==> src/rtl/xeu_pkg.sv <==
// Shared types, constants and entity tables of the XML entity unescaper.
package xeu_pkg;

    localparam int HOLD_DEPTH = 5;
    localparam int NUM_ENTS   = 5;
    localparam int LIST_DEPTH = 7;

    localparam logic [7:0] CHAR_LT   = 8'h3C;
    localparam logic [7:0] CHAR_GT   = 8'h3E;
    localparam logic [7:0] CHAR_QUOT = 8'h22;
    localparam logic [7:0] CHAR_APOS = 8'h27;
    localparam logic [7:0] CHAR_AMP  = 8'h26;

    localparam logic [7:0] ENT_CHAR [NUM_ENTS] = '{CHAR_LT, CHAR_GT, CHAR_QUOT, CHAR_APOS,
                                                   CHAR_AMP};
    localparam logic [2:0] ENT_LEN  [NUM_ENTS] = '{3'd3, 3'd3, 3'd5, 3'd5, 3'd4};

    // Configuration register index.
    localparam logic REG_OUT_CAPACITY = 1'b0;

    localparam logic [15:0] CAPACITY_RESET = 16'd4096;

    // The up to seven result items that one accepted item causes, in order.
    typedef struct packed {
        logic [LIST_DEPTH-1:0][7:0] data;
        logic [LIST_DEPTH-1:0]      is_end;
        logic [2:0]                 count;
    } xeu_list_t;

    // Expected byte of entity ent after the '&', at position pos.
    function automatic logic [7:0] ent_body_char(input logic [2:0] ent, input logic [2:0] pos);
        logic [7:0] ch;
        ch = 8'h00;
        case (ent)
            3'd0: begin
                case (pos)
                    3'd0:    ch = 8'h6C;
                    3'd1:    ch = 8'h74;
                    3'd2:    ch = 8'h3B;
                    default: ch = 8'h00;
                endcase
            end
            3'd1: begin
                case (pos)
                    3'd0:    ch = 8'h67;
                    3'd1:    ch = 8'h74;
                    3'd2:    ch = 8'h3B;
                    default: ch = 8'h00;
                endcase
            end
            3'd2: begin
                case (pos)
                    3'd0:    ch = 8'h71;
                    3'd1:    ch = 8'h75;
                    3'd2:    ch = 8'h6F;
                    3'd3:    ch = 8'h74;
                    3'd4:    ch = 8'h3B;
                    default: ch = 8'h00;
                endcase
            end
            3'd3: begin
                case (pos)
                    3'd0:    ch = 8'h61;
                    3'd1:    ch = 8'h70;
                    3'd2:    ch = 8'h6F;
                    3'd3:    ch = 8'h73;
                    3'd4:    ch = 8'h3B;
                    default: ch = 8'h00;
                endcase
            end
            3'd4: begin
                case (pos)
                    3'd0:    ch = 8'h61;
                    3'd1:    ch = 8'h6D;
                    3'd2:    ch = 8'h70;
                    3'd3:    ch = 8'h3B;
                    default: ch = 8'h00;
                endcase
            end
            default: ch = 8'h00;
        endcase
        return ch;
    endfunction

endpackage

==> src/rtl/xml_entity_unescaper_top.sv <==
// Top level of the XML predefined-entity decoder with its APB register port.
// Throughput: one item per cycle while the receiver keeps up and no item queues more than
// one entry; an item queuing more entries (result items or dropped bytes) holds off the
// next item until its last entry leaves the queue. Reset (rst_n, asynchronous, active low)
// empties the queue, clears the match and counters, and sets out_capacity to 4096.
module xml_entity_unescaper_top
#(
    parameter int COUNT_WIDTH = 16
)
(
    input  logic        clk,
    input  logic        rst_n,
    // Input channel.
    input  logic        in_valid,
    output logic        in_stall,
    input  logic [7:0]  in_byte,
    input  logic        last,
    // Output channel.
    output logic        out_valid,
    input  logic        out_stall,
    output logic [7:0]  data_byte,
    output logic        is_end,
    output logic        overflow,
    // APB register port.
    input  logic        psel,
    input  logic        penable,
    input  logic        pwrite,
    input  logic [2:0]  paddr,
    input  logic [31:0] pwdata,
    output logic [31:0] prdata,
    output logic        pready
);

    // The counter is compared against a 16-bit limit, so both are widened to the
    // larger of the two widths.
    localparam int CMP_W = (COUNT_WIDTH > 16) ? COUNT_WIDTH : 16;

    xeu_pkg::xeu_list_t list;

    // Result queue: the result items of the item being worked on, head at entry 0.
    logic [xeu_pkg::LIST_DEPTH-1:0][7:0] pend_data_reg;
    logic [xeu_pkg::LIST_DEPTH-1:0]      pend_end_reg;
    logic [2:0]                          pend_cnt_reg;

    logic [COUNT_WIDTH-1:0] written_reg;
    logic                   dropped_reg;
    logic [15:0]            cap_reg;

    logic       out_valid_reg;
    logic [7:0] data_reg;
    logic       is_end_reg;
    logic       overflow_reg;

    logic        in_fire;
    logic        drain_fire;
    logic        load_out;
    logic        fits;
    logic [15:0] limit;
    logic [7:0]  head_data;
    logic        head_end;
    logic        cfg_write;

    xeu_parse u_parse
    (
        .clk     (clk),
        .rst_n   (rst_n),
        .accept  (in_fire),
        .in_byte (in_byte),
        .last    (last),
        .list    (list)
    );

    assign head_data = pend_data_reg[0];
    assign head_end  = pend_end_reg[0];

    // The head of the queue moves on whenever the output register is free or is
    // being emptied in this cycle.
    assign drain_fire = (pend_cnt_reg != 3'd0) && (!out_valid_reg || !out_stall);

    // A capacity of zero behaves like one: no decoded byte fits.
    assign limit = (cap_reg == 16'd0) ? 16'd0 : (cap_reg - 16'd1);
    assign fits  = CMP_W'(written_reg) < CMP_W'(limit);

    // Dropped bytes are drained from the queue like others but never reach the output register.
    assign load_out = drain_fire && (head_end || fits);

    // A new item may enter when the queue is empty or its last entry leaves now.
    assign in_stall = !((pend_cnt_reg == 3'd0) || ((pend_cnt_reg == 3'd1) && drain_fire));
    assign in_fire  = in_valid && !in_stall;

    assign cfg_write = psel && penable && pwrite;

    always_ff @(posedge clk or negedge rst_n)
    begin
        if (!rst_n)
        begin
            pend_cnt_reg  <= 3'd0;
            written_reg   <= '0;
            dropped_reg   <= 1'b0;
            cap_reg       <= xeu_pkg::CAPACITY_RESET;
            out_valid_reg <= 1'b0;
        end
        else
        begin
            if (in_fire)
            begin
                pend_cnt_reg <= list.count;
            end
            else if (drain_fire)
            begin
                pend_cnt_reg <= pend_cnt_reg - 3'd1;
            end

            // The end item closes the string and restarts the byte count.
            if (drain_fire)
            begin
                if (head_end)
                begin
                    written_reg <= '0;
                    dropped_reg <= 1'b0;
                end
                else if (fits)
                begin
                    if (written_reg != '1)
                    begin
                        written_reg <= written_reg + 1'b1;
                    end
                end
                else
                begin
                    dropped_reg <= 1'b1;
                end
            end

            if (load_out)
            begin
                out_valid_reg <= 1'b1;
            end
            else if (!out_stall)
            begin
                out_valid_reg <= 1'b0;
            end

            if (cfg_write && (paddr[2] == xeu_pkg::REG_OUT_CAPACITY))
            begin
                cap_reg <= pwdata[15:0];
            end
        end
    end

    always_ff @(posedge clk)
    begin
        if (in_fire)
        begin
            pend_data_reg <= list.data;
            pend_end_reg  <= list.is_end;
        end
        else if (drain_fire)
        begin
            pend_data_reg <= pend_data_reg >> 8;
            pend_end_reg  <= pend_end_reg >> 1;
        end

        if (load_out)
        begin
            data_reg     <= head_end ? 8'h00 : head_data;
            is_end_reg   <= head_end;
            overflow_reg <= head_end && dropped_reg;
        end
    end

    assign out_valid = out_valid_reg;
    assign data_byte = data_reg;
    assign is_end    = is_end_reg;
    assign overflow  = overflow_reg;

    assign pready = 1'b1;
    assign prdata = (paddr[2] == xeu_pkg::REG_OUT_CAPACITY) ? {16'h0000, cap_reg} : 32'h0;

`ifndef SYNTHESIS
    // An accepted item fills the queue with exactly the results it causes.
    a_queue_load: assert property (@(posedge clk) disable iff (!rst_n)
        in_fire |=> (pend_cnt_reg == $past(list.count)))
        else $error("result queue count does not match the loaded item");

    // Leaving the end item restarts the byte count and the drop flag.
    a_end_clears: assert property (@(posedge clk) disable iff (!rst_n)
        (drain_fire && head_end) |=> ((written_reg == '0) && !dropped_reg))
        else $error("counters not cleared after the end item");

    // A byte that does not fit marks the string as overflowed.
    a_drop_flags: assert property (@(posedge clk) disable iff (!rst_n)
        (drain_fire && !head_end && !fits) |=> dropped_reg)
        else $error("dropped byte did not set the overflow flag");

    // Only the end item can report overflow.
    a_ovf_on_end: assert property (@(posedge clk) disable iff (!rst_n)
        (out_valid_reg && !is_end_reg) |-> !overflow_reg)
        else $error("overflow set on a data item");
`endif

endmodule

==> src/rtl/xeu_parse.sv <==
// Entity matcher: holds the partial match and builds the result list of one item.
module xeu_parse
(
    input  logic              clk,
    input  logic              rst_n,
    input  logic              accept,
    input  logic [7:0]        in_byte,
    input  logic              last,
    output xeu_pkg::xeu_list_t list
);

    logic [xeu_pkg::HOLD_DEPTH-1:0][7:0] hb_reg;
    logic [xeu_pkg::HOLD_DEPTH-1:0][7:0] hb_next;
    logic [2:0]                          hc_reg;
    logic [2:0]                          hc_next;
    logic [xeu_pkg::NUM_ENTS-1:0]        alive_reg;
    logic [xeu_pkg::NUM_ENTS-1:0]        alive_next;

    logic [2:0]                   pos;
    logic [xeu_pkg::NUM_ENTS-1:0] match;
    logic [xeu_pkg::NUM_ENTS-1:0] done;
    logic [xeu_pkg::NUM_ENTS-1:0] next_alive;
    logic [7:0]                   done_char;
    logic [2:0]                   flush_cnt;
    logic                         emit_v;
    logic [7:0]                   emit_b;

    assign pos = hc_reg - 3'd1;

    always_comb
    begin
        done_char = 8'h00;
        for (int e = 0; e < xeu_pkg::NUM_ENTS; e++)
        begin
            match[e] = alive_reg[e] && (pos < xeu_pkg::ENT_LEN[e])
                       && (xeu_pkg::ent_body_char(3'(e), pos) == in_byte);
            done[e]       = match[e] && ((pos + 3'd1) == xeu_pkg::ENT_LEN[e]);
            next_alive[e] = match[e] && !done[e];
            if (done[e])
            begin
                done_char = xeu_pkg::ENT_CHAR[e];
            end
        end
    end

    // Next match state and what goes out before it.
    always_comb
    begin
        flush_cnt  = 3'd0;
        emit_v     = 1'b0;
        emit_b     = in_byte;
        hc_next    = hc_reg;
        alive_next = alive_reg;
        hb_next    = hb_reg;
        if (hc_reg == 3'd0)
        begin
            if (in_byte == xeu_pkg::CHAR_AMP)
            begin
                hc_next    = 3'd1;
                alive_next = '1;
                hb_next[0] = in_byte;
            end
            else
            begin
                emit_v = 1'b1;
            end
        end
        else if (|done)
        begin
            hc_next    = 3'd0;
            alive_next = '0;
            emit_v     = 1'b1;
            emit_b     = done_char;
        end
        else if ((|next_alive) && (hc_reg < 3'(xeu_pkg::HOLD_DEPTH)))
        begin
            hb_next[hc_reg] = in_byte;
            hc_next         = hc_reg + 3'd1;
            alive_next      = next_alive;
        end
        else
        begin
            flush_cnt = hc_reg;
            if (in_byte == xeu_pkg::CHAR_AMP)
            begin
                hc_next    = 3'd1;
                alive_next = '1;
                hb_next[0] = in_byte;
            end
            else
            begin
                hc_next    = 3'd0;
                alive_next = '0;
                emit_v     = 1'b1;
            end
        end
    end

    // Lay the results out in order: flushed bytes, the emitted byte, and on the
    // final item the bytes still held plus the end item.
    always_comb
    begin
        logic [2:0] k;
        list = '0;
        for (int i = 0; i < xeu_pkg::HOLD_DEPTH; i++)
        begin
            if (3'(i) < flush_cnt)
            begin
                list.data[i] = hb_reg[i];
            end
        end
        k = flush_cnt;
        if (emit_v)
        begin
            list.data[k] = emit_b;
            k = k + 3'd1;
        end
        if (last)
        begin
            for (int i = 0; i < xeu_pkg::HOLD_DEPTH; i++)
            begin
                if (3'(i) < hc_next)
                begin
                    list.data[k + 3'(i)] = hb_next[i];
                end
            end
            k = k + hc_next;
            list.is_end[k] = 1'b1;
            k = k + 3'd1;
        end
        list.count = k;
    end

    always_ff @(posedge clk or negedge rst_n)
    begin
        if (!rst_n)
        begin
            hc_reg    <= 3'd0;
            alive_reg <= '0;
        end
        else if (accept)
        begin
            hc_reg    <= last ? 3'd0 : hc_next;
            alive_reg <= last ? '0 : alive_next;
        end
    end

    always_ff @(posedge clk)
    begin
        if (accept)
        begin
            hb_reg <= hb_next;
        end
    end

endmodule
==> config.mk <==
export PLATFORM = sky130hd
export DESIGN_NAME = xml_entity_unescaper_top
export DESIGN_NICKNAME = d
export VERILOG_FILES = /design/src/rtl/xeu_pkg.sv /design/src/rtl/xml_entity_unescaper_top.sv /design/src/rtl/xeu_parse.sv
export SDC_FILE = /design/constraint.sdc
export NUM_CORES = 1
export LEC_CHECK = 0
export BUFFER_PORTS_ARGS = -buffer_cell sky130_fd_sc_hd__buf_4
export CAP_MARGIN = 10
export CORE_MARGIN = 2
export CORE_UTILIZATION = 50
export CTS_CLUSTER_SIZE = 8
export DETAILED_ROUTE_END_ITERATION = 6
export PLACE_DENSITY_LB_ADDON = 0.12
export SLEW_MARGIN = 40
export SYNTH_ARGS = -nofsm -noshare
export SYNTH_HDL_FRONTEND = slang
export SYNTH_SLANG_ARGS = --single-unit
==> constraint.sdc <==
create_clock -name clk -period 9.5 [get_ports clk]
set_input_delay 0.475 -clock clk [delete_from_list [all_inputs] [get_ports clk]]
set_output_delay 0.475 -clock clk [all_outputs]
set_load 0.02 [all_outputs]
==> flow_summary.yaml <==
grt:
  grt_pass1_vias: 10100
  grt_use_total_pct: 33.8
  grt_max_degree: 71
  grt_pass1_wl_um: 61500
  antenna_found_initial: 0
  overflow: 0
timing:
  final.min_clock_period_ns: 7.82
  maxSlewViolCount: 0
  relSlewSlack_pct: 36.1
  worstMarginPinSlew_ns: 0.948
  finalSetupTns_ns: 0
  skew_ns: 0.0118
  finalCritPeriodShare_pct: 82.3
  hold_viol: 0
  finalSetupViolations: 0
  rsz0062_at_grt: "no"
  clock.fmax_mhz: 128
drt:
  drc: 0
  ant_nets: 0
  wl_per_cell_um: 25.1
  routed_wirelength_um: 40600
  drtIter0Drc: 1410
  num_vias: 11000
  via_per_inst: 6.78
  drt_first_pass_iters: 6
synthesis:
  synth.cell_area_mm2: 0.0115
  synth_common_cells: "nand2_1 (133), nor2_1 (121), edfxtp_1 (113)"
  yosysWarningCount: 0
  yosysTopAreaCell: "edfxtp_1"
  synth.distinct_cells: 95
  synthFlopType: "edfxtp_1"
  synth.most_common_cell: "nand2_1"
  yosys.area.top_type_share_pct: 29.4
  syn_inst: 1292
  async_flop_share_pct: 28.5
  ys_top_cells_by_area: "edfxtp_1 (29%), dfrtp_1 (9.5%), nand2_1 (4.3%), o21ai_0 (3.9%), nor2_1 (3.9%)"
  synth_edf_count: 113
  postSynthAreaPerCell_um2: 8.93
  synth-seq-cells: 158
  ys_seq_area_share_pct: 39.2
cts:
  clkSlewWorstSetupHoldPaths_ns: 0.07
  ctsHoldBuffers: 0
  clockBufferDepth: 2
  clock_sinks: 158
  post_cts_buffers: 0
  numCtsBuffers: 17
  cts_tree: "yes"
  cts_resized: 0
  h-tree-depth: 4
  cts_root_buf: "clkbuf_16"
  clk_latency_ns: 0.45
cells_and_area:
  final_nets: 1407
  diodes: 0
  syn_to_final_growth_pct: 11.3
  fin_area_mm2: 0.0128
  drive_above_1_share_pct: 14.8
  largest_reg_flops: 48
outcome:
  status: "complete, no violations"
floorplan:
  dieArea_mm2: 0.0243
  core_mm2: 0.0226
  start_util_pct: 50.9
  dieWidth_um: 156
  rows: 55
  boundaryPins: 96
  die_h_um: 156
run:
  maxCapViolations: 0
power:
  p_sw_mw: 1.37
  p_int_mw: 1.92
  pwr-share-comb_pct: 41.9
  p_leak_nw: 4.96
  p_per_area_mw_per_mm2: 257
  vdd_ir_drop_max_mv: 0.116
  swShare_pct: 41.7
  clkPwrFrac_pct: 21.9
  p_seq_share_pct: 36.2
placed_design:
  dp_hpwl_um: 29300
  place_area_mm2: 0.0122
  gp_congestion: 0.996
  port_buffers: 60
worst_setup_path:
  crit_fanout: 18
  cp-end-kind: "register"
  worst_setup_path_start_kind: "register"
  ff2ff_path_depth: 25
  cp.arrival_ns: 8.13
  critical_path_class: "register to register"
  cp_data_required_time_ns: 9.82
hold_path:
  hold_class: "input port to async pin"
per-layer routing:
metal	wire, um	GRT usage, %
met1	16600	46.8
met2	17700	51.1
met3	4450	7.06
met4	1880	15.1
met5	0	0
path summary, 6_finish.rpt:
check                                  start           endpoint  slack [ns]
max                        u_parse.hc_reg[1]  pend_data_reg[33]        1.68
min                                    rst_n         cap_reg[9]        0.04
max reg2reg                u_parse.hc_reg[1]  pend_data_reg[33]        1.68
min reg2reg                      dropped_reg        dropped_reg        0.49
max in group asynchronous              rst_n     written_reg[4]        9.07
min in group clk                  pwdata[11]        cap_reg[11]        0.26
power by group through the flow:
stage | Clock [mW] | Combinational [mW] | Sequential (mW)
finish | 0.723 | 1.38 | 1.19
detailed placement | 0 | 1.34 | 1.20
CTS | 0.727 | 1.34 | 1.19
global placement | 0 | 1.32 | 1.20
floorplan | 0 | 0.907 | 1.20
global route | 0.751 | 1.49 | 1.22
cells by family (layout without fill, tap and decap cells):
kind of cell / after synthesis / count (layout) / share of synthesized area, %
other: 2 / 17 / 0.0651
AOI/OAI and AO/OA: 389 / 389 / 22.9
xor gates and xnor gates: 34 / 34 / 2.81
buffers and inverters: 129 / 157 / 5.11
adders and majority gates: 34 / 34 / 3.75
muxes: 48 / 48 / 4.60
DFF: 158 / 158 / 39.2
and+or+nand+nor: 498 / 498 / 21.5
cell usage in the layout (no fill, tap or decap), types with 33 or more instances in the layout:
cell type,synthesis,layout
nor2_1,121,119
o21ai_0,91,90
dfrtp_1,44,44
a22oi_1,34,34
edfxtp_1,113,113
nand2_1,133,131
inv_1,35,34
nor2b_1,38,38
ha_1,33,33
a21oi_1,65,64
buf_4,19,84
nand3_1,40,40
mux2_2,35,35
nor3_1,41,38
final cells by class:
type,instances,area [um2]
inverters,39,146
well taps,285,357
fillers,2081,9810
flip-flops and latches,158,4520
multi-input cells,1020,6530
repair buffers,86,662
clock buffers,17,425
clock inverters,15,190
critical path, cell delays in order, from the launching register on:
cell and delay (ns):
dfrtp_1 0.33, buf_4 0.24, clkinv_1 0.41, ha_1 0.37
ha_1 0.65, inv_1 0.10, ha_1 0.35, or4_4 0.59
a311oi_2 0.38, or4b_4 0.23, nor3_2 0.06, o41a_1 0.37
buf_4 0.18, nor3_1 0.18, buf_4 0.20, nand3_1 0.09
ha_1 0.34, a21oi_1 0.05, a211o_1 0.29, and2_1 0.19
inv_2 0.19, ha_1 0.47, nor3_1 0.76, a211oi_1 0.26
o31ai_1 0.31, a21o_1 0.11
metrics by stage:
step | power, mW | instances | worst slack, ns | util [%] | hold WS [ns]
floorplan | 2.10 | 1307 | 2.67 | - | 0.179
global placement | 2.52 | 1586 | 2.01 | 53.6 | 0.475
detailed placement | 2.54 | 1586 | 1.99 | 53.7 | 0.481
CTS | 3.26 | 1618 | 1.93 | 56.5 | 0.0502
global route | 3.46 | 1620 | 1.24 | 56.7 | 0.0718
finish | 3.30 | 1620 | 1.68 | 56.7 | 0.0385
No activity file was read; power rests on OpenSTA's default activity.
